File: config.mk
export PLATFORM = sky130hd
export DESIGN_NAME = ccss_ctrl
export DESIGN_NICKNAME = d
export VERILOG_FILES = /design/src/ccss_pkg.sv /design/src/ccss_ctrl.sv
export VERILOG_INCLUDE_DIRS = /design/src /design/src/src
export SDC_FILE = /design/constraint.sdc
export NUM_CORES = 1
export LEC_CHECK = 0
export CAP_MARGIN = 40
export CORE_AREA = 2 2 39 41
export CTS_CLUSTER_SIZE = 8
export DETAILED_ROUTE_END_ITERATION = 16
export DIE_AREA = 0 0 41 43
export DONT_BUFFER_PORTS = 1
export GPL_TIMING_DRIVEN = 0
export HOLD_SLACK_MARGIN = 0.05
export PLACE_DENSITY = 0.41
export SLEW_MARGIN = 5
export SYNTH_ARGS = -nofsm -noshare
export SYNTH_HDL_FRONTEND = slang
export SYNTH_SLANG_ARGS = --single-unit
File: constraint.sdc
create_clock -name aclk -period 1.2 [get_ports aclk]
set_input_delay 0.12 -clock aclk [delete_from_list [all_inputs] [get_ports aclk]]
set_output_delay 0.12 -clock aclk [all_outputs]
set_load 0.05 [all_outputs]
File: src/causal_conv_step_silu_macros.svh
// ----------------------------------------------------------------------------
// causal_conv_step_silu assertion macros
// Shared concurrent assertion forms, reset-qualified on the active-low reset.
// ----------------------------------------------------------------------------
`ifndef CAUSAL_CONV_STEP_SILU_MACROS_SVH
`define CAUSAL_CONV_STEP_SILU_MACROS_SVH

// same-cycle implication
`define CCSS_ASSERT_IMP(name, clk, rstn, ante, cons) \
    name: assert property (@(posedge clk) disable iff (!rstn) (ante) |-> (cons)) \
        else $error("ccss assertion failed");

// next-cycle implication
`define CCSS_ASSERT_NXT(name, clk, rstn, ante, cons) \
    name: assert property (@(posedge clk) disable iff (!rstn) (ante) |=> (cons)) \
        else $error("ccss assertion failed");

`endif

File: src/ccss_pkg.sv
// ----------------------------------------------------------------------------
// ccss_pkg
// Sizes, codes and controller/datapath interface types.
// ----------------------------------------------------------------------------
package ccss_pkg;

    localparam int NUM_TAPS    = 4;
    localparam int CHANNELS    = 1024;
    localparam int BATCH_SLOTS = 4;
    localparam int HIST_LEN    = NUM_TAPS - 1;

    localparam int CH_W   = 10;
    localparam int SLOT_W = 2;
    localparam int TAP_W  = 2;
    localparam int ROW_W  = SLOT_W + CH_W;
    localparam int KCNT_W = (NUM_TAPS > 1) ? $clog2(NUM_TAPS) : 1;
    localparam int ROWS   = BATCH_SLOTS * CHANNELS;
    localparam int CLR_W  = $clog2(ROWS);

    typedef enum logic [1:0] {
        OP_SAMPLE = 2'd0,
        OP_WEIGHT = 2'd1,
        OP_BIAS   = 2'd2,
        OP_HIST   = 2'd3
    } op_t;

    typedef enum logic [2:0] {
        ST_CLEAR,
        ST_IDLE,
        ST_WRITE,
        ST_READ,
        ST_MAC,
        ST_ROUND,
        ST_MULT,
        ST_DONE
    } state_t;

    typedef struct packed {
        logic clr;      // clearing pass step
        logic capture;  // latch input word
        logic rd;       // start of sample, memory read cycle
        logic mac;      // one tap of the dot product
        logic rnd;      // round sum, form sigmoid
        logic mul;      // x * sigmoid
        logic fin;      // shift history, load output
        logic wr;       // store a write word
    } cmd_t;

    typedef struct packed {
        logic clr_last;
        logic tap_last;
        logic out_full;
    } sts_t;

endpackage

File: src/ccss_ctrl.sv
// ----------------------------------------------------------------------------
// ccss_ctrl
// Sequencer: clearing pass, then one item at a time through the datapath.
// ----------------------------------------------------------------------------
`include "causal_conv_step_silu_macros.svh"

module ccss_ctrl
    import ccss_pkg::*;
(
    input  logic aclk,
    input  logic aresetn,
    input  logic in_valid,
    input  op_t  in_op,
    output logic in_ready,
    input  sts_t sts,
    output cmd_t cmd
);

    state_t state_reg, state_next;

    always_ff @(posedge aclk) begin
        if (!aresetn) begin
            state_reg <= ST_CLEAR;
        end else begin
            state_reg <= state_next;
        end
    end

    always_comb begin
        state_next = state_reg;
        cmd        = '0;
        in_ready   = 1'b0;
        unique case (state_reg)
            ST_CLEAR: begin
                cmd.clr = 1'b1;
                if (sts.clr_last) begin
                    state_next = ST_IDLE;
                end
            end
            ST_IDLE: begin
                in_ready = 1'b1;
                if (in_valid) begin
                    cmd.capture = 1'b1;
                    state_next  = (in_op == OP_SAMPLE) ? ST_READ : ST_WRITE;
                end
            end
            ST_WRITE: begin
                cmd.wr     = 1'b1;
                state_next = ST_IDLE;
            end
            ST_READ: begin
                cmd.rd     = 1'b1;
                state_next = ST_MAC;
            end
            ST_MAC: begin
                cmd.mac = 1'b1;
                if (sts.tap_last) begin
                    state_next = ST_ROUND;
                end
            end
            ST_ROUND: begin
                cmd.rnd    = 1'b1;
                state_next = ST_MULT;
            end
            ST_MULT: begin
                cmd.mul    = 1'b1;
                state_next = ST_DONE;
            end
            ST_DONE: begin
                if (!sts.out_full) begin
                    cmd.fin    = 1'b1;
                    state_next = ST_IDLE;
                end
            end
            default: begin
                state_next = ST_IDLE;
            end
        endcase
    end

    `CCSS_ASSERT_IMP(a_fin_no_overwrite, aclk, aresetn, cmd.fin, !sts.out_full)
    `CCSS_ASSERT_NXT(a_capture_then_work, aclk, aresetn, cmd.capture, cmd.rd || cmd.wr)
    `CCSS_ASSERT_IMP(a_no_accept_in_clear, aclk, aresetn, cmd.clr, !in_ready)

endmodule

==> reports/summary.md, run 1 <==
IR analysis of the VDD net gives a maximum drop of 0.4850 mV. At the pin with the least slew margin, the transition time is 0.5588 ns. Counting distinct cell types in the post-synthesis netlist gives 20. The critical path startpoint category is a register.

Post-DP HPWL: 472.4 um. The logs give 0 for the number of pins with negative max-slew slack in the final report and 0.1004 ns for the final-layout worst hold slack. Measured along the y axis, the die boundary spans 43 um. In the routed design, unresolved DRC markers number 0. Number of standard cells after synthesis: 31. The logs give 768 um for the detailed-route wire length and 34.36% for the final design utilization.

Prior to clock tree synthesis, the placed netlist has a worst setup slack of -0.1431 ns. The most critical setup path has its startpoint at state_reg[1]. TritonCTS built the clock tree. Dominant cell type by area after synthesis: dfxtp_1. The worst hold endpoint is state_reg[1]. The final route contains 282 vias. The standby leakage power is 0.0002024 uW, and the final weighted congestion in routability-driven placement is 0.7413.

The final hold violation count is 0, and the power density of the placed cells is 1032 mW/mm^2. Sequential cells were found to cover 25.81% of the synthesized design area. The flow ran to the end, but the final reports show violations. The tools report the depth of the CTS H-tree as 1. The average instance in the mapped netlist occupies 7.507 um^2.

STA puts the critical path data required time at 1.08 ns. The worst hold path begins at in_valid. The worst path setup slack after routing was -0.1776 ns. Ranked by total cell area, the synthesized netlist is headed by dfxtp_1, nor3_1, and2_1. The area growth from synthesis to layout is 104.3%.

The biggest fanout along the worst timing path was 5; the endpoint arrival time on the critical path was 1.26 ns. Of all flip-flops after synthesis, the portion carrying an async set or reset was 0%. The clock drives 3 sinks. The floorplan step defined a core boundary enclosing 0.001384 mm^2. The cell sitting at the root of the clock tree is a clkbuf_4. The setup path with the least slack is of type reg -> out.

The total of max-cap violations came out at 0. Among all flip-flop cells after synthesis, the most frequent one is dfxtp_1. The tools report the final setup skew as 0.004702 ns. After global routing the overflow that remains totals 0.

The via count of the first global-routing pass came out at 265. The initialized floorplan defines 14 standard-cell rows. Counting the fill cells in the layout gives 144.

For this run, the top clock speed supported by timing is 725.9 MHz. The minimum clock period is 1.378 ns, and the initial core utilization is 16.82%. The quantity of I/O buffers inserted on ports came out at 0. During I/O placement, the number of pins put on the boundary was 17. Entering global routing, the biggest net connects 11 pins.

The final layout contains 55 nets. Setup violations remaining at the end of the flow were counted as 8. The worst register-to-register path begins at state_reg[2]. The worst register-to-register path has a depth of 5. The proportion of layout cells with a drive suffix above 1 was 71.74%. The number of antenna-violating nets in the routed design was 0.

The routed wirelength normalized by instance count works out to 12.39 um. After the first detailed-routing iteration, the DRC count stood at 3. The clock insertion delay at the later pin of the skew report is 0.24 ns, and the cell depth of the worst min-delay path is 2. The endpoint of the worst register-to-register path was state_reg[0].

STA classifies the critical path endpoint as an output pin. The floorplan die width was 41 um; the post-layout total power was 490.8 uW. The total global routing track utilization came out at 10.92%. Headroom to the max-slew limit came out at 62.71%. The number of nets handed over by synthesis was 39. Setup repair after global routing could not meet its margin everywhere. After synthesis the cells add up to 232.7 um^2. In this run, CTS created clock tree buffers numbering 3. The number of flops mapped to enable cells by yosys was 0. The die covers 0.001763 mm^2. Clock-pin slew was measured on the worst setup and hold paths at 0.04 ns. Synthesis inferred 3 register bits. For the worst-case register-to-register setup slack, the log shows 0.10 ns. The first detailed-routing pass ran for 2 iterations. The repair_antennas step left the layout with diodes totalling 0.

The worst hold path class was in -> reg. The checks that failed: setup timing. The maximum clock path buffer count came out at 2. The number of antenna violations at the first check in global routing was 0; the count of yosys warnings during synthesis was 0.

The number of flip-flops under the largest register name was 3. The final cycle utilization of the critical path was 114.8%; the average vias per placed instance was 4.548. The first-pass GRT wire length is 1228 um, and the area fraction of the dominant cell type after synthesis is 25.81%.
## final cells by class
| cell class | count | area [um^2] | share of cell area (%) |
|---|---|---|---|
| Buffer | 3 | 41.29 | 8.684 |
| Clock buffer | 4 | 26.28 | 5.526 |
| Inverter | 2 | 7.507 | 1.579 |
| Multi-Input combinational cell | 23 | 212.7 | 44.74 |
| Sequential cell | 3 | 66.31 | 13.95 |
| Tap cell | 16 | 20.02 | 4.211 |
| Timing Repair Buffer | 11 | 101.3 | 21.32 |
## routing by layer
metal	track usage, %	wire, um
met1	12.14	309
met2	15.31	393
met3	8.377	66
met4	4.000	0
met5	0	0
## report_power, final
group	leakage, uW	switching, uW	total [uW]	internal [uW]
sequential	0.0000261	7.91	115	107
clock	0.0000150	61.9	187	125
combinational	0.000161	117	189	71.5
## repair_timing
item,CTS,global route
setup endpoints to repair,9,9
gates resized for setup,26,5
endpoints found under the hold margin,3,0
pin swaps,6,9
gates cloned,1,0
hold buffers,1,0
setup buffers,6,2
## layout by cell type, fill, tap and decap left out, drive strengths merged, types with 2 or more instances in the layout
cell type and count:
and2 2, dfxtp 3, nor3 3, clkbuf 4, inv 2, nor2 4, o21ai 2, and3 2
a21oi 2, nand2 3, buf 13
## worst max-delay path by stage
stage | slack (ns) | end
2_1_floorplan | -0.09 | cmd[0]
3_3_place_gp | -0.13 | cmd[0]
3_5_place_dp | -0.14 | cmd[0]
4_1_cts | -0.20 | cmd[7]
5_1_grt | -0.21 | cmd[7]
6_report | -0.18 | cmd[7]
## cell usage after synthesis, types with 2 or more instances
cell     instances
a21oi_1          2
and2_1           2
dfxtp_1          3
inv_1            2
nand2_1          2
nor2_1           3
nor3_1           3
o21ai_0          2
## worst max-delay path: stages, from the launching register on
cell	delay (ns)
dfxtp_2	0.32
buf_6	0.12
buf_6	0.11
nor3_4	0.46
## logic make-up after synthesis
group | synth area share, %
flops | 25.81
buf+inv | 13.44
simple gates | 41.40
compound gates | 19.36
## through the flow
| stage | setup TNS, ns | area [um^2] | instances |
|---|---|---|---|
| global placement | -0.4799 | 271.5 | 47 |
| global route | -1.194 | 475.5 | 62 |
| detailed placement | -0.3909 | 279.0 | 48 |
| finish | -0.8254 | 475.5 | 62 |
| CTS | -0.8671 | 444.2 | 60 |
| floorplan | -0.2492 | 251.5 | 31 |
No activity file was read; power rests on OpenSTA's default activity.
==> run 2, diff against run 1 <==
--- a/config.mk
+++ b/config.mk
@@ -6,6 +6,8 @@
 export SDC_FILE = /design/constraint.sdc
 export NUM_CORES = 1
 export LEC_CHECK = 0
+export ABC_AREA = 1
+export ABC_CLOCK_PERIOD_IN_PS = 1200
 export CAP_MARGIN = 40
 export CORE_AREA = 2 2 39 41
 export CTS_CLUSTER_SIZE = 8
@@ -14,7 +16,7 @@
 export DONT_BUFFER_PORTS = 1
 export GPL_TIMING_DRIVEN = 0
 export HOLD_SLACK_MARGIN = 0.05
-export PLACE_DENSITY = 0.41
+export PLACE_DENSITY = 0.51
 export SLEW_MARGIN = 5
 export SYNTH_ARGS = -nofsm -noshare
 export SYNTH_HDL_FRONTEND = slang
==> reports/summary.md, run 2 <==
The final cycle utilization of the critical path was 110.2% (was 114.8%); the cell area after technology mapping was 354.1 um^2 (was 232.7 um^2). Total number of placement rows: 14 (unchanged). The distinct cell type count of the synthesized netlist is 20 (unchanged).

The tools report the clock insertion delay at the later pin of the skew report as 0.23 ns (was 0.24 ns). The cell chosen for the clock root was clkbuf_4 (unchanged). The area growth from synthesis to layout works out to 81.27% (was 104.3%). Commonest non-fill, non-tap cells in the layout: nand2_1, buf_6, nor2_4, inv_1, nor2_2 (was buf_4, buf_6, buf_8, nor2_4, clkbuf_4).

The worst hold path class was in -> reg (unchanged). The detailed-route wire length was 922 um (was 768 um); the standby leakage power was 0.0002695 uW (was 0.0002024 uW). The floorplan die width is 41 um (unchanged), and the maximum operating frequency is 756.5 MHz (was 725.9 MHz). The logs give 0 (unchanged) for the number of antenna-violating nets in the routed design and -0.6461 ns (was -0.8254 ns) for the sum of negative setup slack. The power density of the placed cells was 1759 mW/mm^2 (was 1032 mW/mm^2).

The peak supply drop came out at 0.4763 mV (was 0.4850 mV). The logs give 17 (unchanged) for the I/O pin count and 2 (unchanged) for the maximum clock path buffer count. The post-DP HPWL is 576 um (was 472.4 um), and the post-layout total power is 1129 uW (was 490.8 uW). The clock transition at the registers of the reported paths was 0.04 ns (about the same); the final hold violation count was 0 (unchanged). Number of flip-flops under the largest register name: 3 (unchanged).

Violations in the final reports: setup timing (unchanged). The logs give 0.002280 ns (was 0.004702 ns) for the final setup skew and 25.59% (was 16.82%) for the initial core utilization. The number of flops mapped to enable cells by yosys is 0 (unchanged), and the critical path required time is 1.08 ns (about the same).

The clock sink total came out at 3 (unchanged). The logs give 0 (unchanged) for the number of antenna violations at the first check in global routing and 1.20 ns (was 1.26 ns) for the endpoint arrival time on the critical path. The worst path setup slack after routing was -0.1220 ns (was -0.1776 ns). The run finished, with violations left.

The quantity of I/O buffers inserted on ports is 0 (unchanged). The average vias per placed instance was 4.524 (was 4.548). The portion of the post-synthesis area used by sequential elements is 16.96% (was 25.81%). The category of the critical setup timing path was reg -> out (unchanged). Number of pins with negative max-slew slack in the final report: 0 (unchanged).

Most used standard cell by instance count after synthesis: nand2_1. The proportion of layout cells with a drive suffix above 1 is 72.73% (was 71.74%), and the total global routing track utilization is 13.05% (was 10.92%). The synthesized area divided by synthesized cell count is 6.681 um^2 (was 7.507 um^2).

The run gives 0 (unchanged) as the count of yosys warnings during synthesis. The total grt overflow was 0 (unchanged). For the worst slew margin relative to its limit, the log shows 64.19% (was 62.71%). The routed wirelength normalized by instance count works out to 11.24 um (was 12.39 um). The logs give 371 (was 282) for the routed via count and 0.001763 mm^2 (unchanged) for the area of the die.

The number of fillers in the final layout is 129 (was 144). The minimum clock period was 1.322 ns (was 1.378 ns). The slew at the pin closest to its max-slew limit works out to 0.5354 ns (was 0.5588 ns). The logs give -0.1394 ns (was -0.1431 ns) for the worst slack after detailed placement and 10 (was 8) for the final count of negative-setup-slack endpoints.

The number of nets in the synthesized netlist is 61 (was 39). The tools report the number of standard cells after synthesis as 53 (was 31). Leading post-synthesis cells by instance count: nand2_1, inv_1, nor2_1 (was dfxtp_1, nor2_1, nor3_1). The run gives 75 (was 55) as the layout net count. The biggest fanout along the worst timing path works out to 6 (was 5). TritonCTS built the clock tree. The final weighted congestion in routability-driven placement came out at 0.6546 (was 0.7413). Dominant cell type by area after synthesis: dfxtp_1 (unchanged). The chip height was 43 um (unchanged). The run gives 0 (unchanged) as the number of antenna cells inserted. The final standard cell count with taps included and fillers excluded was 82 (was 62); the total of max-cap violations was 0 (unchanged). The depth of the CTS H-tree was 1 (unchanged); the post-placement cell count was 69 (was 48). Post-synthesis register bit count: 3 (unchanged). Endpoint kind of the worst setup timing path: an output pin (unchanged). The number of CTS-inserted buffers is 3 (unchanged). The area fraction of the dominant cell type after synthesis is 16.96% (was 25.81%), and the post-route DRC violation count is 0 (unchanged). The most instantiated flip-flop cell in the synthesis netlist is dfxtp_1 (unchanged). Core area: 0.001384 mm^2 (unchanged). Setup repair after global routing could not meet its margin everywhere. The first-pass GRT wire length was 1573 um (was 1228 um). The tools report the critical path startpoint category as a register (unchanged). The pin count of the biggest net entering global routing is 9 (was 11), and the share of flip-flops with an asynchronous set or reset after synthesis is 0% (unchanged). Cell types with the largest area share after synthesis: dfxtp_1, nand3_2, nand2_1 (was dfxtp_1, nor3_1, and2_1). The tools report the iteration-0 DRC count of the detailed router as 6 (was 3). The logs give 383 (was 265) for the via count of the first global-routing pass and 2 (unchanged) for the first-pass detailed-route iteration total.
[run 2: cell families after synthesis]
family | after synthesis | share of synthesized area, %
flip-flops | 3 | 16.96
buffers and inverters | 15 | 23.32
AO/OA/AOI/OAI | 3 | 4.592
AND/OR/NAND/NOR | 32 | 55.12
[run 2: critical path: stages, from the launching register on]
cell and delay [ns]:
dfxtp_4 0.38, buf_6 0.14, nor3_4 0.46
[run 2: timing repair]
| action | in CTS | in global routing |
|---|---|---|
| hold buffers | 1 | 0 |
| pin swaps | 7 | 12 |
| setup buffers | 9 | 1 |
| resized for setup | 18 | 19 |
| hold endpoints to repair | 2 | 0 |
| gates cloned | 0 | 0 |
| endpoints found under the setup margin | 9 | 12 |
[run 2: final timing paths]
check,from,end,slack (ns),depth (start not counted)
worst max-delay path,state_reg[1],cmd[7],-0.12,2
worst min-delay path,sts[2],state_reg[2],0.26,4
worst max register to register,state_reg[0],state_reg[2],-0.05,6
worst min register to register,state_reg[1],state_reg[1],0.64,4
[run 2: through the flow]
step	hold WS [ns]	instance area (um^2)	utilization, %
finish	0.2630	641.9	46.38
global route	0.2837	641.9	46.38
CTS	0.2183	583.1	42.13
detailed placement	0.2610	396.6	28.66
global placement	0.2594	396.6	28.66
floorplan	0.2547	376.6	-
[run 2: power breakdown]
part           switching [uW]  total [uW]  leakage [uW]  internal, uW
Combinational             470         772      0.000228           302
Sequential               56.0         187     0.0000264           131
Clock                    46.7         171     0.0000150           124
Total                     572        1130      0.000269           557
[run 2: cell type report]
| class | count | area (um^2) | area share (%) |
|---|---|---|---|
| sequential | 3 | 68.82 | 10.72 |
| timing repair buffer | 11 | 120.1 | 18.71 |
| inverter | 12 | 68.82 | 10.72 |
| multi-input combinational | 35 | 322.8 | 50.29 |
| buffer | 1 | 15.01 | 2.339 |
| clock buffer | 4 | 26.28 | 4.094 |
| tap | 16 | 20.02 | 3.119 |
[run 2: layer usage]
metal | global-route usage [%] | up-vias | part of all wire [%]
met5 | 0 | - | 0
met1 | 14.79 | 172 | 37
met4 | 6.000 | 0 | 0
met2 | 21.56 | 9 | 60
met3 | 3.141 | 0 | 3.8
li1 | - | 190 | -
==> run 3, diff against run 2 <==
--- a/config.mk
+++ b/config.mk
@@ -7,7 +7,7 @@
 export NUM_CORES = 1
 export LEC_CHECK = 0
 export ABC_AREA = 1
-export ABC_CLOCK_PERIOD_IN_PS = 1200
+export ABC_CLOCK_PERIOD_IN_PS = 1300
 export CAP_MARGIN = 40
 export CORE_AREA = 2 2 39 41
 export CTS_CLUSTER_SIZE = 8
==> constraint.sdc (replaced) <==
create_clock -name aclk -period 1.3 [get_ports aclk]
set_input_delay 0.13 -clock aclk [delete_from_list [all_inputs] [get_ports aclk]]
set_output_delay 0.13 -clock aclk [all_outputs]
set_load 0.05 [all_outputs]
==> reports/summary.md, run 3 (synthesized netlist as in run 2, its figures left out) <==
The flow ran to the end, but the final reports show violations. Violations in the final reports: setup timing (unchanged). The tools report the total number of placement rows as 14 (unchanged). The number of CTS-inserted buffers was 3 (unchanged).

After layout, the worst path uses 102.3% of the clock period. The number of flip-flops under the largest register name came out at 3 (unchanged). The average vias per placed instance was 4.402 (was 4.524).

The logs give 21.56% (unchanged) for the global routing usage on met2 and 2 (unchanged) for the maximum clock path buffer count. The slew at the pin closest to its max-slew limit works out to 0.5385 ns (was 0.5354 ns). The pin count of the biggest net entering global routing is 9 (unchanged), and the post-placement cell count is 69 (unchanged). Final hold violation count: 0 (unchanged). The chip height was 43 um (unchanged). Commonest non-fill, non-tap cells in the layout: nand2_1, buf_6, buf_4 (was nand2_1, buf_6, nor2_4, inv_1, nor2_2).

The quantity of I/O buffers inserted on ports came out at 0 (unchanged). The number of antenna cells inserted was 0 (unchanged); the post-layout total power was 979.4 uW (was 1129 uW). The endpoint kind of the worst setup timing path is an output pin (unchanged). The post-route DRC violation count came out at 0 (unchanged).

TritonCTS built the clock tree. The tools report the I/O pin count as 17 (unchanged). The cell chosen for the clock root was clkbuf_4 (unchanged). The area of the die was 0.001763 mm^2 (unchanged); the standby leakage power was 0.0002546 uW (was 0.0002695 uW).

The category of the critical setup timing path is reg -> out (unchanged). The run gives 0 (unchanged) as the number of pins with negative max-slew slack in the final report. The cell depth of the worst min-delay path works out to 4 (unchanged). The slowest cell on the critical path is nor3_4 (unchanged).

The most common cell after layout, fill and taps aside was nand2_1. The logs give 576 um (unchanged) for the post-DP HPWL and 1.20 ns (about the same) for the endpoint arrival time on the critical path. The tools report the routed via count as 361 (was 371).

The logs give 3.141% (unchanged) for the met3 global-route usage and 752.0 MHz for the maximum operating frequency. Worst path setup slack after routing: -0.02985 ns (was -0.1220 ns). The critical path startpoint category was a register (unchanged). The maximum cell stage delay along the critical path was 0.49 ns (was 0.46 ns); the clock sink total was 3 (unchanged). The power density of the placed cells was 1641 mW/mm^2 (was 1759 mW/mm^2). The final setup skew was 0.002246 ns (was 0.002280 ns). Depth of the worst register-to-register path: 6 (unchanged).

Series of cell instances along the critical path: nand2_4, nor3_4 (was buf_6, nor3_4). Setup repair after global routing could not meet its margin everywhere. The number of antenna violations at the first check in global routing came out at 0 (unchanged). Detailed-route wire length: 842 um (was 922 um). The worst slew margin relative to its limit is 63.98% (was 64.19%), and the critical path required time is 1.17 ns (was 1.08 ns). The via count of the first global-routing pass is 380 (was 383), and the number of fillers in the final layout is 138 (was 129). The final weighted congestion in routability-driven placement was 0.6546 (unchanged); the floorplan die width was 41 um (unchanged).

The biggest fanout along the worst timing path was 6 (unchanged); the iteration-0 DRC count of the detailed router was 1 (was 6). The initial core utilization was 25.59% (unchanged); the worst-case register-to-register setup slack was 0.09 ns (was -0.05 ns). Depth of the CTS H-tree: 1 (unchanged).

Worst hold path class: in -> reg (unchanged). For the clock insertion delay at the later pin of the skew report, the log shows 0.23 ns (about the same). The proportion of layout cells with a drive suffix above 1 is 65.15% (was 72.73%), and the final count of negative-setup-slack endpoints is 3 (was 10).

The number of antenna-violating nets in the routed design is 0 (unchanged), and the final-layout worst hold slack is 0.2324 ns (was 0.2630 ns). The minimum clock period is 1.330 ns, and the met1 track utilization from global routing is 14.79% (unchanged). The tools report the total global routing track utilization as 13.05% (unchanged). For the final standard cell count with taps included and fillers excluded, the log shows 82 (unchanged).

The area growth from synthesis to layout is 68.55% (was 81.27%), and the layout net count is 75 (unchanged). The routed wirelength normalized by instance count is 10.27 um (was 11.24 um), and the core area is 0.001384 mm^2 (unchanged). The layer carrying the most global-route usage is met2 (unchanged). The first-pass GRT wire length was 1573 um (unchanged). The clock transition at the registers of the reported paths is 0.04 ns (about the same), and the first-pass detailed-route iteration total is 2 (unchanged). The tools report the peak supply drop as 0.4561 mV (was 0.4763 mV). The total of max-cap violations was 0 (unchanged); the total grt overflow was 0 (unchanged).
run 3: cell counts in the layout (fill, tap and decap cells not counted):
Identical to the previous run, type by type.
run 3: routing by layer:
| layer | wire length, um | vias to the layer above |
|---|---|---|
| met5 | 0 | - |
| met4 | 0 | 0 |
| met3 | 35 | 0 |
| met2 | 487 | 9 |
| met1 | 319 | 164 |
| li1 | - | 188 |
run 3: repair_timing:
action,in CTS,in global routing
setup buffers,9,1
hold buffers,1,0
gates resized for setup,17,9
setup endpoints to repair,9,11
endpoints found under the hold margin,2,0
pin swaps,6,6
run 3: report_power, final:
| group | switching, uW | leakage (uW) | internal (uW) |
|---|---|---|---|
| Sequential | 50.9 | 0.0000259 | 120 |
| Clock | 43.1 | 0.0000150 | 115 |
| Combinational | 397 | 0.000214 | 254 |
run 3: final timing paths:
path | from | to
max | state_reg[1] | cmd[1]
min | sts[2] | state_reg[2]
max reg2reg | state_reg[0] | state_reg[1]
min reg2reg | state_reg[1] | state_reg[1]
run 3: critical path, delay by kind of cell, from the launching register on:
kind	cells	cell delay, ns
flops	1	0.41
simple gates	2	0.56
run 3: cell type report:
| class | count | area (um^2) | area share [%] |
|---|---|---|---|
| Multi-Input combinational cell | 35 | 290.3 | 48.64 |
| Timing Repair Buffer | 11 | 112.6 | 18.87 |
| Inverter | 12 | 68.82 | 11.53 |
| Sequential cell | 3 | 67.56 | 11.32 |
| Clock buffer | 4 | 26.28 | 4.403 |
| Tap cell | 16 | 20.02 | 3.354 |
| Buffer | 1 | 11.26 | 1.887 |
run 3: stage by stage:
stage | util (%) | area [um^2] | setup TNS (ns) | worst slack, ns
6_report | 43.13 | 596.8 | -0.07003 | -0.02985
5_1_grt | 43.13 | 596.8 | -0.2382 | -0.06825
4_1_cts | 41.95 | 580.6 | -0.4615 | -0.09790
3_5_place_dp | 28.66 | 396.6 | -0.04940 | -0.04940
3_3_place_gp | 28.66 | 396.6 | -0.04159 | -0.04159
2_1_floorplan | - | 376.6 | 0 | 0.001483
